--- config.mk ---
export PLATFORM = sky130hd
export DESIGN_NAME = rpar_div
export DESIGN_NICKNAME = d
export VERILOG_FILES = /design/src/rpar_pkg.sv /design/src/rpar_div.sv
export SDC_FILE = /design/constraint.sdc
export NUM_CORES = 1
export LEC_CHECK = 0
export BUFFER_PORTS_ARGS = -buffer_cell sky130_fd_sc_hd__buf_2
export CAP_MARGIN = 20
export CORE_ASPECT_RATIO = 1.75
export CORE_MARGIN = 4
export CORE_UTILIZATION = 50
export DETAILED_ROUTE_END_ITERATION = 7
export PLACE_DENSITY = 0.72
export RECOVER_POWER = 50
export REMOVE_ABC_BUFFERS = 1
export SLEW_MARGIN = 0
export SYNTH_ARGS = -nofsm -noshare
export SYNTH_HDL_FRONTEND = slang
export SYNTH_SLANG_ARGS = --single-unit
--- constraint.sdc ---
create_clock -name clk -period 3 [get_ports clk]
set_input_delay 0.3 -clock clk [delete_from_list [all_inputs] [get_ports clk]]
set_output_delay 0.3 -clock clk [all_outputs]
set_load 0.1 [all_outputs]
--- src/rpar_pkg.sv ---
// ----------------------------------------------------------------------------
// rpar_pkg: shared types and constants of the ROI patch resampler
// Field widths, register indexes and channel word layouts.
// ----------------------------------------------------------------------------
package rpar_pkg;
	localparam int unsigned MAX_WIDTH_DEF  = 640;
	localparam int unsigned MAX_HEIGHT_DEF = 480;
	localparam int unsigned MAX_PATCH_DEF  = 32;

	localparam int unsigned PIX_W = 24;
	localparam int unsigned CFG_IDX_W = 2;
	localparam int unsigned CFG_DATA_W = 10;

	typedef enum logic [CFG_IDX_W-1:0] {
		REG_WIDTH  = 2'd0,
		REG_HEIGHT = 2'd1,
		REG_PATCH  = 2'd2
	} reg_idx_t;

	localparam logic OP_WRITE = 1'b0;
	localparam logic OP_BIN   = 1'b1;

	typedef struct packed {
		logic        operation;
		logic [9:0]  pixel_col;
		logic [8:0]  pixel_row;
		logic [7:0]  luma;
		logic [7:0]  blue_diff;
		logic [7:0]  red_diff;
		logic signed [15:0] center_col;
		logic signed [15:0] center_row;
		logic [11:0] radius;
		logic [4:0]  bin_col;
		logic [4:0]  bin_row;
	} in_word_t;

	typedef struct packed {
		logic signed [15:0] luma_norm;
		logic signed [15:0] blue_norm;
		logic signed [15:0] red_norm;
		logic               empty_bin;
	} out_word_t;

	typedef struct packed {
		logic [CFG_IDX_W-1:0]  index;
		logic [CFG_DATA_W-1:0] data;
	} cfg_word_t;

	// Divider request/response between sequencer and divider.
	typedef struct packed {
		logic        start;
		logic signed [39:0] num;
		logic [23:0] den;
	} div_req_t;

	typedef struct packed {
		logic        done;
		logic signed [39:0] quo;
	} div_rsp_t;
endpackage

--- src/rpar_div.sv ---
// ----------------------------------------------------------------------------
// rpar_div: signed rounded divider, one quotient bit per cycle
// Returns num/den rounded half away from zero; den > 0.
// ----------------------------------------------------------------------------
module rpar_div
	import rpar_pkg::*;
(
	input  logic     clk,
	input  logic     arst_n,
	input  div_req_t req,
	output div_rsp_t rsp
);
	localparam int unsigned NW = 42;

	logic [NW-1:0] rem_q;
	logic [NW-1:0] quo_q;
	logic [NW-1:0] den_q;
	logic          neg_q;
	logic [5:0]    cnt_q;
	logic          busy_q;
	logic          done_q;
	logic [NW-1:0] rem_sh;
	logic [NW-1:0] abs_num;

	always_comb begin
		rem_sh  = {rem_q[NW-2:0], quo_q[NW-1]};
		abs_num = req.num[39] ? NW'(-{{2{req.num[39]}}, req.num})
		                      : NW'({{2{req.num[39]}}, req.num});
	end

	always_ff @(posedge clk or negedge arst_n) begin
		if (!arst_n) begin
			busy_q <= 1'b0;
			cnt_q  <= '0;
			done_q <= 1'b0;
		end else begin
			done_q <= 1'b0;
			if (req.start) begin
				busy_q <= 1'b1;
				cnt_q  <= 6'(NW);
			end else if (busy_q) begin
				cnt_q <= cnt_q - 6'd1;
				if (cnt_q == 6'd1) begin
					busy_q <= 1'b0;
					done_q <= 1'b1;
				end
			end
		end
	end

	// Divide (2|n| + d) by 2d.
	always_ff @(posedge clk) begin
		if (req.start) begin
			quo_q <= NW'({abs_num[NW-2:0], 1'b0}) + NW'(req.den);
			rem_q <= '0;
			den_q <= NW'({req.den, 1'b0});
			neg_q <= req.num[39];
		end else if (busy_q) begin
			if (rem_sh >= den_q) begin
				rem_q <= rem_sh - den_q;
				quo_q <= {quo_q[NW-2:0], 1'b1};
			end else begin
				rem_q <= rem_sh;
				quo_q <= {quo_q[NW-2:0], 1'b0};
			end
		end
	end

	assign rsp = '{done: done_q,
	               quo: neg_q ? -40'(signed'(quo_q[39:0])) : 40'(signed'(quo_q[39:0]))};
endmodule

### Word level (Yosys, flattened, before mapping)

Cells that the tools add are included.

| word-level totals | value |
|---|---|
| flip-flop bits (word level) | 116 |
| output and inout bits | 41 |
| logic and storage cells | 29 |

| cells by class | value |
|---|---|
| add/subtract/negate cells | 5 |
| $lt $le $gt $ge | 1 |
| equal/unequal tests | 1 |
| multiplexer cells | 14 |
| reduce and logical (&&, ||, !) cells | 1 |

Operators by type and width:

| kind | count |
|---|---|
| 42-bit two-way mux | 2 |
| 41-bit two-way mux | 2 |
| 42-bit by 24-bit adder with 42-bit output | 1 |
| 42-bit by 25-bit >= comparator with 1-bit output | 1 |
| 41-bit negator | 1 |
| 41-bit by 25-bit subtractor with 41-bit output | 1 |
| 40-bit two-way mux | 1 |
| 40-bit negator | 1 |
| 6-bit two-way mux | 2 |
| 1-bit two-way mux | 7 |
| 6-bit by 1-bit equality test with 1-bit output (second input constant) | 1 |
| 6-bit by 1-bit subtractor with 6-bit output (second input constant) | 1 |
| 2-bit nonzero test | 1 |

### Longest topological paths before layout

| logic depth | value |
|---|---|
| word-level depth | 4 |
| depth in mapped cells | 20 |

### Worst setup path before layout

Ideal clock, no wire load.

| path | value |
|---|---|
| path kind | in2reg |
| from | input port req[25] (netlist name) |
| to | register quo_q[25] (data pin) |
| arrival | 4.360 ns |
| data required time | 2.740 ns |
| slack | -1.619 ns |
| stages on the path | 19 |
| cells stage by stage | inv_1 ha_1 or3b_2 clkbuf_1 or2_2 clkbuf_1 or4_1 clkbuf_1 o31ai_1 xnor2_1 ha_1 nand2_1 o22a_1 a32oi_1 o41ai_1 clkbuf_1 nor2_1 xnor2_1 mux2_2 |

| between the ends | value |
|---|---|
| longest elaborated chain between the ends | 4 |

RTL lines:

| element | RTL line | RTL |
|---|---|---|
| start, declared | rpar_div.sv:10 | `input div_req_t req,` |
| 41-bit negator | rpar_div.sv:27 | `abs_num = req.num[39] ? NW'(-{{2{req.num[39]}}, req.num})` |
| 41-bit two-way mux (*) | rpar_div.sv:27 |  |
| 42-bit by 24-bit adder with 42-bit output (*) | rpar_div.sv:54 | `quo_q <= NW'({abs_num[NW-2:0], 1'b0}) + NW'(req.den);` |
| 42-bit two-way mux (*) | rpar_div.sv:53 | `if (req.start) begin` |
| end signal, assigned | rpar_div.sv:54 |  |
| end signal, assigned | rpar_div.sv:61 | `quo_q <= {quo_q[NW-2:0], 1'b1};` |
| end signal, assigned | rpar_div.sv:64 | `quo_q <= {quo_q[NW-2:0], 1'b0};` |
| end, declared | rpar_div.sv:16 | `logic [NW-1:0] quo_q;` |

Every way passes the cells marked *; elsewhere a longest branch is shown, timed or not.
A chain may end at the register's enable or synchronous reset.

### Final worst setup path

| path | value |
|---|---|
| from | input port req[24] (netlist name) |
| to | register quo_q[36] (data pin) |

Same word-level chain as after synthesis.

==> metrics.md <==
| Metric | Value |
|---|---|
| Outcome | finished, violations left |
| Violations in the final reports | capacitance limit, slew limit, setup timing |
| Commonest cells post-synth | xnor2_1, nand2_1, nor2_1, edfxtp_1, o21ai_0 |
| Distinct cells, synth | 70 |
| Via count | 11,300 |
| First-pass GRT wire length | 55,700 um |
| Pin count of the biggest net entering global routing | 81 |
| Drt first pass iters | 5 |
| Layout net count | 1,636 |
| DR DRC count | 0 |
| CTS Buf Count | 17 |
| Worst Hold Class | primary input to flip-flop |
| Clock transition at path regs | 60 ps |
| Adder-cell share of the synthesized area | about 7.5% |
| Worst hold start | req[0] |
| Port Buf Inserts | about 110 |
| Core area | 0.0193 mm^2 |
| Max clock buf depth | 2 |
| Routed wl met2 | 20,700 um |
| Die Y | 194 um |
| Critical path type | primary input to flip-flop |
| Post-synth ARST share | 6.90% |
| Synth Area per Inst | 8.59 um^2 |
| Dpl hpwl | 25,600 um |
| Net Sw Power | 5.75 mW |
| Pwr dens | 824 mW/mm^2 |
| Antenna Nets Post-Route | 0 |
| GRT Util Overall | 31.5% |
| Post-synthesis simple-gate area fraction | between 20% and 30% |
| Drt initial violations | 950 |
| Row cnt | 67 |
| Max-slew violation count | slightly above 80 |
| TritonCTS clock tree | done |
| RR Startpoint | den_q[1]$_DFFE_PP_ |
| Number of synthesized register bits | 116 |
| Sequential share of power | 20.4% |
| GP Congestion | 0.955 |
| Max Cap Viol | 2 |
| Top-count cell post-synth | xnor2_1 |
| Clock Sinks | 116 |
| CP Capture Type | flip-flop |
| CP required | 3220 ps |
| RSZ-0062 raised after global routing | yes |
| Post-layout util | between 70% and 80% |
| Clock skew | 8.77 ps |
| Worst Path Max Fanout | 4 |
| Final setup vio count | a little under 60 |
| Die area | 0.0221 mm^2 |
| Internal power | 6.95 mW |
| FMAX | around 0.24 GHz |
| Initial antenna violation count | 0 |
| XOR/XNOR Fraction of Synth Area | 11.2% |
| LEAKAGE | 6.45 nW |
| CTS Root Cell | clkbuf_16 |
| Via density | 6.38 |
| Syn-to-layout area delta | 56.2% |
| CTS H-Tree Depth | 4 |
| Cells after synthesis | 1,149 |
| Period minus WS final | 4180 ps |
| Warnings, synthesis | 0 |
| Hold Fails Final Rpt | 0 |
| Post-synth top area share | 20.4% |
| Synth top area cells | edfxtp_1, xnor2_1, dfxtp_1 |
| Chip width | 114 um |
| CP startpoint kind | primary input |
| Fin crit share | 139% |
| Clock power share | ~15% |
| Critical Path Source | req[24] |
| Maximum vdd ir drop | 0.812 mV |
| N_diodes | 0 |
| Seq/Total Area, Yosys | 30.7% |
| Vias in the first global route | 11,200 |
| Wire length per cell | 22.3 um |
| Top Layer Used | met4 |
| Mux share of post-synthesis cell area | 3.47% |
| Overflow after GRT | 0 |
| Skew-Pair Late Insertion Delay | 430 ps |
| Crit path arrival time | 4400 ps |
| Complex-gate fraction of the synthesized area | 22.3% |
| Post-synth top area cell | edfxtp_1 |
| Largest family of logic cells by synthesized area | compound AO/OA/AOI/OAI gates |
| Worst-Margin Slew | around 1600 ps |
| Post-synth EDFFs | 67 |
| Final Non-Filler Cells | 1,765 |
| Starting density of the core | 51.2% |
| Layout cells sized above 1 | 42.2% |
| I/O pin cnt | between 100 and 150 |
| Cells after DPL | ~1,700 |
| Detail Route met3 WL | 2170 um |
| Met1 WL | 12,900 um |
| Comb power frac | 64.2% |
| Setup WS post-layout | -1180 ps |
| Switching share of total power | 45.3% |
| Setup TNS | -40,780 ps |
| Netlist Area Pre-Place | 0.00987 mm^2 |
| Relative slew slack | -7.33% |
| Total wire length | 39,400 um |
| Synth Flop Type | edfxtp_1 |
## through the flow
step	instance area, um^2	hold slack (ps)	worst slack (ps)	power [mW]
3_3_place_gp	12800	149	-1780	9.29
5_1_grt	15400	54.7	-1280	13.3
4_1_cts	14500	49.3	-966	11.9
3_5_place_dp	12800	146	-1940	9.38
6_report	15400	57.6	-1180	12.7
2_1_floorplan	9630	4.41	-1890	6.76
## state kept, by name (all words and copies together) (netlist names)
register  flops
quo_q        42
neg_q         1
done_q        1
cnt_q         6
den_q        24
busy_q        1
rem_q        41
## metal layers
layer  global-route usage [%]  vias up
li1                         -     5068
met1                     30.8     5429
met2                     58.2      536
met3                     4.97      232
met4                     22.6        0
met5                        0        -
## power by group through the flow
stage	Sequential [mW]	Combinational, mW	Clock, mW
after floorplan	2.53	4.24	0
after global placement	2.49	6.79	0
after detailed placement	2.51	6.87	0
after CTS	2.53	7.40	1.96
after global routing	2.63	8.62	2.03
final	2.59	8.16	1.96
## cell usage in the layout, fill, tap and decap left out, types with 32 or more instances in the layout
cell type and instances:
clkbuf_1 32, xnor2_1 82, ha_1 42, inv_1 45, a21oi_1 40, buf_4 266, nor2_1 76, edfxtp_1 67
buf_2 47, o21ai_0 42, dfxtp_1 40, nand2_1 80
## worst max-delay path, cell delays in order
cell and delay, ps:
buf_8 100, inv_4 50, ha_4 130, or3b_4 400
or2_4 280, or4_4 540, o31ai_4 350, xnor2_2 130
ha_4 330, buf_12 120, nand2_8 50, nor2_4 110
nand4_1 130, buf_4 180, o31ai_4 260, a21oi_2 100
buf_6 150, buf_6 130, o31a_1 250, o31ai_1 300
## worst paths after layout
check,end,slack (ps),cells after the start
setup / recovery,quo_q[36]$_DFFE_PP_,-1180,20
hold / removal,den_q[1]$_DFFE_PP_,60,1
setup reg to reg,rem_q[29]$_SDFFE_PP0P_,-60,11
hold reg to reg,rem_q[15]$_SDFFE_PP0P_,490,2
max in group asynchronous,cnt_q[1]$_DFFE_PN0P_,2390,2
min in group asynchronous,cnt_q[2]$_DFFE_PN0P_,310,2
## timing repair
item,4_1_cts,5_1_grt
endpoints found under the hold margin,8,0
pin swaps,88,100
hold buffers,1,0
endpoints found under the setup margin,72,92
setup buffers,20,30
gates resized for setup,195,164
## final cells by class
cell class / count / area [um^2]
multi-input cells: 919 / 7870
fillers: 1189 / 3860
repair buffers: 405 / 3470
flip-flops and latches: 116 / 3030
clock buffers: 26 / 489
well taps: 241 / 302
inverters: 52 / 200
clock inverters: 6 / 57.6
## cell families (layout without fill, tap and decap cells)
kind of cell	after synthesis	after routing
simple gates	385	385
compound gates	319	319
xor+xnor	126	126
flops	116	116
buf+inv	114	489
fa+ha+maj	58	58
mux	31	31
(Power assumes the default switching activity.)
